<file path="config.mk">
export PLATFORM = sky130hd
export DESIGN_NAME = route_latency_cost
export DESIGN_NICKNAME = d
export VERILOG_FILES = /design/src/rtl/core/rlc_pkg.sv /design/src/rtl/core/route_latency_cost.sv /design/src/rtl/core/rlc_sqrt.sv
export SDC_FILE = /design/constraint.sdc
export NUM_CORES = 2
export LEC_CHECK = 0
export BUFFER_PORTS_ARGS = -buffer_cell sky130_fd_sc_hd__buf_2
export CORE_MARGIN = 3
export CORE_UTILIZATION = 42
export CTS_BUF_LIST = sky130_fd_sc_hd__clkbuf_4 sky130_fd_sc_hd__clkbuf_8
export DETAILED_ROUTE_END_ITERATION = 10
export GPL_TIMING_DRIVEN = 0
export PLACE_DENSITY = 0.67
export SYNTH_ARGS = -nofsm -noshare
export SYNTH_HDL_FRONTEND = slang
export SYNTH_SLANG_ARGS = --single-unit
export TNS_END_PERCENT = 1
</file>
<file path="constraint.sdc">
create_clock -name clk -period 6.6 [get_ports clk]
set_input_delay 1.98 -clock clk [delete_from_list [all_inputs] [get_ports clk]]
set_output_delay 1.98 -clock clk [all_outputs]
set_load 0.1 [all_outputs]
</file>
<file path="src/rtl/core/rlc_pkg.sv">
package rlc_pkg;

  // Fixed field widths of the route node and result beats.
  localparam int COORD_W = 16;
  localparam int IDX_W   = 8;
  localparam int ACC_W   = 48;

  // Largest route accepted; longer counts are clamped to this.
  localparam int MAX_CUSTOMERS = 255;
  localparam logic [IDX_W-1:0] COUNT_LIMIT =
    IDX_W'(MAX_CUSTOMERS < 255 ? MAX_CUSTOMERS : 255);

  // Saturation ceiling of the cost accumulator.
  localparam logic [ACC_W-1:0] ACC_MAX = '1;

  // Sequencer states of the cost datapath.
  typedef enum logic [2:0] {
    ST_IDLE,
    ST_SQUARE,
    ST_LOAD,
    ST_ROOT,
    ST_SCALE,
    ST_ACC,
    ST_PUSH
  } rlc_state_t;

endpackage

</file>
<file path="src/rtl/core/route_latency_cost.sv">
// Cumulative latency cost of a vehicle route. Each input beat is one route node;
// a beat with in_route_start high is the depot and opens a route of
// in_customer_count customers, and every later node adds its Euclidean distance
// to the previous node, weighted by the number of customers still to be served,
// to a saturating Q40.8 sum. Every input beat gives exactly one result beat
// carrying the running cost, the node index and a flag on the last customer.
// A customer node passes through ST_SQUARE, ST_LOAD, ST_ROOT, ST_SCALE, ST_ACC
// and ST_PUSH before the next node is accepted (coordinates limited to 16
// bits); ST_ROOT lasts until the square-root unit, which produces one root
// bit per cycle, is done. A depot, or a node arriving after the route is
// complete, goes straight to ST_PUSH. The next node is accepted while an earlier
// result still waits on the output register.
module route_latency_cost #(
  parameter int COORD_BITS = 16,
  parameter int FRAC_BITS  = 8
) (
  input  logic                         clk,
  input  logic                         rst_n,
  input  logic                         in_valid,
  output logic                         in_stall,
  input  logic [rlc_pkg::COORD_W-1:0]  in_coord_x,
  input  logic [rlc_pkg::COORD_W-1:0]  in_coord_y,
  input  logic                         in_route_start,
  input  logic [rlc_pkg::IDX_W-1:0]    in_customer_count,
  output logic                         out_valid,
  input  logic                         out_stall,
  output logic [rlc_pkg::ACC_W-1:0]    out_cumulative_cost,
  output logic [rlc_pkg::IDX_W-1:0]    out_node_index,
  output logic                         out_route_done
);

  import rlc_pkg::*;

  // Coordinates wider than the port are never seen.
  localparam int CW      = (COORD_BITS < COORD_W) ? COORD_BITS : COORD_W;
  localparam int PAIRS   = CW + 1;
  localparam int ROOT_W  = PAIRS + FRAC_BITS;
  localparam int SQ_W    = 2 * CW;
  localparam int TERM_W  = ROOT_W + IDX_W;
  localparam int SUM_W   = (TERM_W > ACC_W) ? TERM_W + 1 : ACC_W + 1;

  rlc_state_t         state_r, state_nxt;
  logic [CW-1:0]      px_r, px_nxt, py_r, py_nxt;
  logic [IDX_W-1:0]   pos_r, pos_nxt, size_r, size_nxt;
  logic [ACC_W-1:0]   acc_r, acc_nxt;
  logic [CW-1:0]      dx_r, dx_nxt, dy_r, dy_nxt;
  logic [SQ_W-1:0]    sqx_r, sqx_nxt, sqy_r, sqy_nxt;
  logic [IDX_W-1:0]   weight_r, weight_nxt;
  logic [TERM_W-1:0]  term_r, term_nxt;
  logic [ACC_W-1:0]   res_cost_r, res_cost_nxt;
  logic [IDX_W-1:0]   res_idx_r, res_idx_nxt;
  logic               res_done_r, res_done_nxt;
  logic [ACC_W-1:0]   out_cost_r, out_cost_nxt;
  logic [IDX_W-1:0]   out_idx_r, out_idx_nxt;
  logic               out_done_r, out_done_nxt;
  logic               out_valid_r, out_valid_nxt;

  logic [CW-1:0]      x_in, y_in;
  logic [IDX_W-1:0]   count_cl;
  logic               accept;
  logic               out_free;
  logic               root_start;
  logic [2*PAIRS-1:0] radicand;
  logic               root_done;
  logic [ROOT_W-1:0]  root;
  logic [SUM_W-1:0]   sum;
  logic [ACC_W-1:0]   sum_sat;

  // Serial square-root unit.
  rlc_sqrt #(
    .RAD_PAIRS (PAIRS),
    .FRAC_BITS (FRAC_BITS)
  ) u_sqrt (
    .clk      (clk),
    .rst_n    (rst_n),
    .start    (root_start),
    .radicand (radicand),
    .done     (root_done),
    .root     (root)
  );

  // Input decode and the handshake terms.
  always_comb begin
    x_in     = in_coord_x[CW-1:0];
    y_in     = in_coord_y[CW-1:0];
    count_cl = (in_customer_count > COUNT_LIMIT) ? COUNT_LIMIT : in_customer_count;
    accept   = in_valid && (state_r == ST_IDLE);
    out_free = !out_valid_r || !out_stall;
    radicand = (2*PAIRS)'(sqx_r) + (2*PAIRS)'(sqy_r);
    sum      = SUM_W'(acc_r) + SUM_W'(term_r);
    sum_sat  = (sum > SUM_W'(ACC_MAX)) ? ACC_MAX : sum[ACC_W-1:0];
  end

  // Sequencer: next state and the next values of every register.
  always_comb begin
    state_nxt     = state_r;
    px_nxt        = px_r;
    py_nxt        = py_r;
    pos_nxt       = pos_r;
    size_nxt      = size_r;
    acc_nxt       = acc_r;
    dx_nxt        = dx_r;
    dy_nxt        = dy_r;
    sqx_nxt       = sqx_r;
    sqy_nxt       = sqy_r;
    weight_nxt    = weight_r;
    term_nxt      = term_r;
    res_cost_nxt  = res_cost_r;
    res_idx_nxt   = res_idx_r;
    res_done_nxt  = res_done_r;
    out_cost_nxt  = out_cost_r;
    out_idx_nxt   = out_idx_r;
    out_done_nxt  = out_done_r;
    out_valid_nxt = out_valid_r && out_stall;
    root_start    = 1'b0;
    case (state_r)
      ST_IDLE: begin
        if (accept) begin
          if (in_route_start) begin
            // Depot: open a new route with zero cost.
            px_nxt       = x_in;
            py_nxt       = y_in;
            pos_nxt      = '0;
            size_nxt     = count_cl;
            acc_nxt      = '0;
            res_cost_nxt = '0;
            res_idx_nxt  = '0;
            res_done_nxt = (count_cl == '0);
            state_nxt    = ST_PUSH;
          end else if (pos_r >= size_r) begin
            // Route already complete, or none opened: report and change nothing.
            res_cost_nxt = acc_r;
            res_idx_nxt  = pos_r;
            res_done_nxt = 1'b0;
            state_nxt    = ST_PUSH;
          end else begin
            dx_nxt       = (x_in >= px_r) ? (x_in - px_r) : (px_r - x_in);
            dy_nxt       = (y_in >= py_r) ? (y_in - py_r) : (py_r - y_in);
            px_nxt       = x_in;
            py_nxt       = y_in;
            weight_nxt   = size_r - pos_r;
            pos_nxt      = pos_r + IDX_W'(1);
            res_idx_nxt  = pos_r + IDX_W'(1);
            res_done_nxt = ((pos_r + IDX_W'(1)) == size_r);
            state_nxt    = ST_SQUARE;
          end
        end
      end
      ST_SQUARE: begin
        sqx_nxt   = dx_r * dx_r;
        sqy_nxt   = dy_r * dy_r;
        state_nxt = ST_LOAD;
      end
      ST_LOAD: begin
        root_start = 1'b1;
        state_nxt  = ST_ROOT;
      end
      ST_ROOT: begin
        if (root_done) begin
          state_nxt = ST_SCALE;
        end
      end
      ST_SCALE: begin
        term_nxt  = TERM_W'(root) * TERM_W'(weight_r);
        state_nxt = ST_ACC;
      end
      ST_ACC: begin
        acc_nxt      = sum_sat;
        res_cost_nxt = sum_sat;
        state_nxt    = ST_PUSH;
      end
      ST_PUSH: begin
        // Hand the result to the output register once it is free.
        if (out_free) begin
          out_cost_nxt  = res_cost_r;
          out_idx_nxt   = res_idx_r;
          out_done_nxt  = res_done_r;
          out_valid_nxt = 1'b1;
          state_nxt     = ST_IDLE;
        end
      end
      default: begin
        state_nxt = ST_IDLE;
      end
    endcase
  end

  // Control and route state.
  always_ff @(posedge clk) begin
    if (!rst_n) begin
      state_r     <= ST_IDLE;
      px_r        <= '0;
      py_r        <= '0;
      pos_r       <= '0;
      size_r      <= '0;
      acc_r       <= '0;
      out_valid_r <= 1'b0;
    end else begin
      state_r     <= state_nxt;
      px_r        <= px_nxt;
      py_r        <= py_nxt;
      pos_r       <= pos_nxt;
      size_r      <= size_nxt;
      acc_r       <= acc_nxt;
      out_valid_r <= out_valid_nxt;
    end
  end

  // Datapath and result payload.
  always_ff @(posedge clk) begin
    dx_r       <= dx_nxt;
    dy_r       <= dy_nxt;
    sqx_r      <= sqx_nxt;
    sqy_r      <= sqy_nxt;
    weight_r   <= weight_nxt;
    term_r     <= term_nxt;
    res_cost_r <= res_cost_nxt;
    res_idx_r  <= res_idx_nxt;
    res_done_r <= res_done_nxt;
    out_cost_r <= out_cost_nxt;
    out_idx_r  <= out_idx_nxt;
    out_done_r <= out_done_nxt;
  end

  assign in_stall            = (state_r != ST_IDLE);
  assign out_valid           = out_valid_r;
  assign out_cumulative_cost = out_cost_r;
  assign out_node_index      = out_idx_r;
  assign out_route_done      = out_done_r;

endmodule

</file>
<file path="src/rtl/core/rlc_sqrt.sv">
module rlc_sqrt #(
  parameter int RAD_PAIRS = 17,
  parameter int FRAC_BITS = 8
) (
  input  logic                             clk,
  input  logic                             rst_n,
  input  logic                             start,
  input  logic [2*RAD_PAIRS-1:0]           radicand,
  output logic                             done,
  output logic [RAD_PAIRS+FRAC_BITS-1:0]   root
);

  localparam int ROOT_W = RAD_PAIRS + FRAC_BITS;
  localparam int REM_W  = ROOT_W + 2;
  localparam int RAD_W  = 2 * RAD_PAIRS;
  localparam int CNT_W  = $clog2(ROOT_W + 1);

  logic [RAD_W-1:0]  rad_r,  rad_nxt;
  logic [REM_W-1:0]  rem_r,  rem_nxt;
  logic [ROOT_W-1:0] root_r, root_nxt;
  logic [CNT_W-1:0]  cnt_r,  cnt_nxt;
  logic              busy_r, busy_nxt;
  logic              done_r, done_nxt;

  logic [1:0]        pair;
  logic [REM_W-1:0]  rem_sh;
  logic [REM_W-1:0]  trial;
  logic              fits;

  // One root bit per cycle: the radicand leaves its shift register two bits at a
  // time, most significant pair first, and zeros follow for the fraction bits.
  always_comb begin
    pair     = rad_r[RAD_W-1 -: 2];
    rem_sh   = {rem_r[REM_W-3:0], pair};
    trial    = {root_r, 2'b01};
    fits     = (rem_sh >= trial);
    rad_nxt  = rad_r;
    rem_nxt  = rem_r;
    root_nxt = root_r;
    cnt_nxt  = cnt_r;
    busy_nxt = busy_r;
    done_nxt = 1'b0;
    if (start) begin
      rad_nxt  = radicand;
      rem_nxt  = '0;
      root_nxt = '0;
      cnt_nxt  = CNT_W'(ROOT_W);
      busy_nxt = 1'b1;
    end else if (busy_r) begin
      rad_nxt  = {rad_r[RAD_W-3:0], 2'b00};
      rem_nxt  = fits ? (rem_sh - trial) : rem_sh;
      root_nxt = {root_r[ROOT_W-2:0], fits};
      cnt_nxt  = cnt_r - CNT_W'(1);
      if (cnt_r == CNT_W'(1)) begin
        busy_nxt = 1'b0;
        done_nxt = 1'b1;
      end
    end
  end

  // Iteration control.
  always_ff @(posedge clk) begin
    if (!rst_n) begin
      cnt_r  <= '0;
      busy_r <= 1'b0;
      done_r <= 1'b0;
    end else begin
      cnt_r  <= cnt_nxt;
      busy_r <= busy_nxt;
      done_r <= done_nxt;
    end
  end

  // Radicand, partial remainder and partial root.
  always_ff @(posedge clk) begin
    rad_r  <= rad_nxt;
    rem_r  <= rem_nxt;
    root_r <= root_nxt;
  end

  assign done = done_r;
  assign root = root_r;

endmodule
</file>
# After elaboration in Yosys (flattened, before gate mapping)
# Index checks and enable logic that the tools add are counted.
dict set report word_totals {
  mem_bits_ro 0
  in_bits 45
  output_inout_bits 59
  latch_bits 0
  elab_cells 120
  ramBits 0
  n_memories 0
  reg_bits 442
}
dict set report op_classes {
  n_mux 37
  reduce_logical 20
  n_mul 3
  shifts 0
  add_sub_neg 10
  order_cmp 6
  n_eq_ne 14
  div 0
  bitwise_logic 4
}
# cell count
set ops {}
lappend ops {{2-to-1 mux 48 bit} 6}
lappend ops {{case mux 48 bit (2 select lines)} 2}
lappend ops {{2-to-1 mux 16 bit} 6}
lappend ops {{2-to-1 mux 34 bit} 2}
lappend ops {{multiplier 16 x 16 -> 32 bit} 2}
lappend ops {{subtractor 16 bit} 4}
lappend ops {{adder 48 x 33 -> 49 bit} 1}
lappend ops {{greater-than comparator 49 x 48 -> 1 bit, second input constant} 1}
lappend ops {{adder 32 x 32 -> 33 bit} 1}
lappend ops {{multiplier 25 x 8 -> 33 bit} 1}
lappend ops {{>= comparator 16 bit} 2}
lappend ops {{>= comparator 27 bit} 1}
lappend ops {{2-to-1 mux 25 bit} 1}
lappend ops {{subtractor 25 bit} 1}
lappend ops {{2-to-1 mux 8 bit} 3}
lappend ops {{case mux 3 bit (7 select lines)} 1}
lappend ops {{2-to-1 mux 3 bit} 5}
lappend ops {{AND reduction 3 bit} 5}
lappend ops {{2-to-1 mux 5 bit} 2}
lappend ops {{equality test 3 bit, second input constant} 3}
lappend ops {{2-to-1 mux 1 bit} 9}
lappend ops {{adder 8 x 1 -> 8 bit, second input constant} 1}
lappend ops {{equality test 8 bit} 1}
lappend ops {{>= comparator 8 bit} 1}
lappend ops {{21 further kinds} 32}

# Depth between registers and ports, before layout
dict set report logic_depth {
  depth_word 5
  ltp_mapped 25
  mapped_depth_nobuf 24
}

# By module
# A second synthesis with hierarchy kept.
dict set report hier_totals {
  cells_unflattened 4643
  area_unflattened_um2 44084.8
}
# module area_each_um2 seq_area_each_um2 instances cells_each
set by_module_without_submodules {}
lappend by_module_without_submodules {route_latency_cost 38974.9 9479.1 1 4120}
lappend by_module_without_submodules {rlc_sqrt 5109.9 2162.1 1 523}

# Least setup slack after synthesis
# No wires, ideal clock.
dict set report synth_timing {
  kind {input -> register}
  from {input in_route_start}
  to {register res_cost_r[0] (enable)}
  setup_time_ps 520
  t_required_ps 6080
  slack_ps 98
  t_arrival_ps 5982
  n_path_buf 2
  stages 4
  cell_sequence {clkbuf_1 clkbuf_1 nor2_1 o21ai_0}
}
dict set report synth_via {
  elab_chain_len 2
}
# element line_no
set synth_rtl {}
lappend synth_rtl {{start, declared} route_latency_cost.sv:23} ;# input logic in_route_start,
lappend synth_rtl {{inequality test 3 x 2 -> 1 bit (no source line)} --}
lappend synth_rtl {{AND reduction 3 bit (no source line)} --}
lappend synth_rtl {{end signal, assigned} route_latency_cost.sv:217} ;# res_cost_r <= res_cost_nxt;
lappend synth_rtl {{end, declared} route_latency_cost.sv:50} ;# logic [ACC_W-1:0] res_cost_r, res_cost_nxt;
# Every way passes these cells.
# A chain may end at the register's enable or synchronous reset.

# Final worst setup path
dict set report layout_timing {
  from {register dy_r[2]}
  to {register sqy_r[26] (data pin)}
}
dict set report layout_via {
  elab_chain_len 1
}
# element line_no
set layout_rtl {}
lappend layout_rtl {{start, declared} route_latency_cost.sv:46} ;# logic [CW-1:0] dx_r, dx_nxt, dy_r, dy_nxt;
lappend layout_rtl {{start signal, assigned} route_latency_cost.sv:212} ;# dy_r <= dy_nxt;
lappend layout_rtl {{multiplier 16 x 16 -> 32 bit} route_latency_cost.sv:151} ;# sqy_nxt = dy_r * dy_r;
lappend layout_rtl {{end signal, assigned} route_latency_cost.sv:214} ;# sqy_r <= sqy_nxt;
lappend layout_rtl {{end, declared} route_latency_cost.sv:47} ;# logic [SQ_W-1:0] sqx_r, sqx_nxt, sqy_r, sqy_nxt;
# Every way passes these cells.

==> results.cfg <==
[timing]
skew_ns = 0.0339
hold_viol = 0
slew_headroom_pct = 22.6
slew_viol_final = 0
setup_viol = 0
hold_ws_ns = 0.404
period_needed_ns = 6.41
max_freq_mhz = 156
worstMarginPinSlew_ns = 1.15
period_share_pct = 97.2
rsz0062_at_grt = yes

[global_route]
grt_start_max_net_pins = 34
grt_antenna_before_repair = 5
grt_pass1_vias = 34400
grt_first_pass_wirelength_microns = 178000
grt_overflow = 0
grt_usage_pct = 19.8

[setup_path]
cp_slowest_cell = fa_1
worstPathRequired_ns = 7.03
endpoint_kind = flip-flop
max_stage_delay_ns = 0.53
reg2reg_depth = 25
reg2reg_to = sqy_r[26]
critPathArrivalTime_ns = 6.85
cp-start-kind = flip-flop
path_class = reg2reg
path_max_fanout = 6
crit_path_frequent_cell = fa_1
r2r_slack_ns = 0.19
r2r_start = dy_r[2]

[logic_synthesis]
synth_edf_count = 283
ys_seq_area_share_pct = 26.1
syn_area_sq_um = 44500
synth_cell_type_count = 99
ys_ff_latch = 440
async_reset_ff_share_pct = 0
synthFlopType = edfxtp_1
ys.warnings.count = 0
avgSynthCellArea_sq_um = 9.30
synth_top_area_share_pct = 21.2
syn-num-nets = 5720
synth.area.top_cells = fa_1 (21%), edfxtp_1 (19%), ha_1 (12%), dfxtp_1 (7.1%), inv_1 (6.4%)
yosysTopAreaCell = fa_1
synthCells = 4787

[placed_design]
portBuffers = 102
gp_congestion = 0.912
placed_area_sq_um = 47000
dp_hpwl_microns = 85900

[min_path]
whs_path_depth = 0
holdPathEnd = out_node_index[7]
hold_class = reg2reg
hp-start = res_idx_r[7]

[layout]
nets = 5981
area_growth_pct = 11.4
drive_above_1_share_pct = 9.75
fillCellCount = 9737
final_area_sq_um = 49600

[outcome]
status = finished, final reports clean

[die]
placementRows = 118
design.die.area_sq_um = 110000
die_x_microns = 332
core_area_sq_um = 104000
io_pins = 104
die_h_microns = 332
start_util_pct = 42.7

[clock_tree]
ctsHoldBuffers = 0
tritoncts = done
numCtsBuffers = 73
path_clk_slew_ns = 0.06
clock_latency_ns = 0.71
clock_tree.root_cell = clkbuf_8
clock_sinks = 440
cts_buffer_depth = 3
cts_max_level = 3

[routing]
postRouteAntennaNets = 0
drt_wl_total_microns = 110000
post_drt_via_cell_ratio = 5.30
vias = 34400
drt_iter0_drc = 2339
drc_errors = 0
drtPass1Iterations = 6
drt-wirelength-per-cell_microns = 16.9

[flow_run]
maxCapViolCount = 0
## worst max-delay path by stage
stage	start	endpoint	slack, ns
5_1_grt	dy_r[2]	sqy_r[26]	-0.05
6_report	dy_r[2]	sqy_r[26]	0.19
2_1_floorplan	in_route_start	res_cost_r[0]	0.1
4_1_cts	dy_r[4]	sqy_r[29]	0.004
3_5_place_dp	dx_r[4]	sqx_r[30]	-0.81
3_3_place_gp	in_route_start	res_cost_r[18]	-1.87
## sequential cells by signal, summed over array words and instances, names as in the netlist, 16 cells and up
signal               flops
u_sqrt.root             25
acc_r                   48
sqy_r                   31
out_cumulative_cost     48
u_sqrt.rad_r            34
dx_r                    16
sqx_r                   31
px_r                    16
term_r                  33
u_sqrt.rem_r            25
res_cost_r              48
dy_r                    16
py_r                    16
## timing repair
action	in CTS	in global routing
buffers inserted	30	43
pin swaps	3	26
setup endpoints to repair	23	17
gates resized for setup	62	105
gates cloned	0	1
## layout make-up
type,count,area [sq um],area share [%]
multi-input combinational,3373,29500,59.4
sequential,440,11600,23.5
inverter,765,2880,5.80
tap,1380,1730,3.48
timing repair buffer,189,1290,2.61
clock buffer,104,1290,2.61
buffer,206,996,2.01
clock inverter,31,283,0.570
antenna,4,10.0,0.0202
## cell families (layout without fill, tap and decap cells)
| group | Yosys count | count (layout) | share of synthesized area [%] |
|---|---|---|---|
| mux | 69 | 69 | 1.58 |
| fa+ha+maj | 888 | 888 | 32.9 |
| xor+xnor | 218 | 218 | 4.29 |
| other cells | 0 | 4 | 0 |
| buf+inv | 974 | 1295 | 8.32 |
| simple gates | 1254 | 1254 | 13.4 |
| compound gates | 944 | 944 | 13.4 |
| flops | 440 | 440 | 26.1 |
## placed cells by master (no fill, tap or decap), types with 11 or more instances in the layout
cell and count:
inv_1 756, fa_1 469, nand2_1 457, ha_1 407
edfxtp_1 283, a21oi_1 278, o21ai_0 263, nor2_1 240
and2_1 181, dfxtp_1 157, xnor2_1 153, clkbuf_1 137
buf_2 135, a21o_1 99, nand3_1 86, clkbuf_8 82
buf_4 78, xor2_1 65, mux2i_1 57, nor3_1 48
or3_1 45, nor2b_1 41, o21a_1 31, and3_1 29
nand2b_1 29, nand4_1 27, a211oi_1 27, o21bai_1 27
buf_6 26, a31oi_1 25, clkbuf_4 24, o211ai_1 18
o31ai_1 16, o21ai_1 14, clkinv_1 14, or2_2 14
nor4_1 13, a211o_1 11, a31o_2 11
## synthesized netlist by cell type, drive strengths merged (27+ instances only)
library cell	number
o21a	32
a31oi	27
xnor2	153
nor2	244
or3	45
nand4	27
mux2i	57
nand2b	29
and3	30
ha	416
edfxtp	283
nand2	463
nor3	51
buf	36
xor2	65
dfxtp	157
o21bai	27
a21o	99
o21ai	284
nand3	88
and2	187
a21oi	284
fa	472
clkbuf	173
inv	762
nor2b	42
a211oi	33
## worst max-delay path: cells and delay by family, from the launching register on
| family | cells | cell delay [ns] |
|---|---|---|
| xor+xnor | 1 | 0.12 |
| compound gates | 5 | 1.20 |
| flops | 1 | 0.36 |
| buf+inv | 8 | 0.62 |
| simple gates | 4 | 0.60 |
| fa+ha+maj | 7 | 3.24 |
## stage by stage
| step | std cells | utilization, % | worst slack, ns | TNS (ns) |
|---|---|---|---|---|
| 2_1_floorplan | 4787 | - | 0.0981 | 0 |
| 3_3_place_gp | 6269 | 44.8 | -1.87 | -218.84 |
| 3_5_place_dp | 6282 | 45.0 | -0.806 | -8.94 |
| 4_1_cts | 6444 | 46.9 | 0.00367 | 0 |
| 5_1_grt | 6490 | 47.5 | -0.0510 | -0.0969 |
| 6_report | 6492 | 47.5 | 0.186 | 0 |
## layer usage
metal  track usage (%)  up-vias  part of all wire [%]
li1                  -    16400                     -
met1              26.5    16800                    44
met2              32.9      967                    47
met3              3.07      198                   6.0
met4              6.40        2                   3.0
met5                 0        -                0.0091
Power is left out: the tool's default activity adds up to more than one toggle a clock period on the data nets, which glitch-free logic cannot reach.
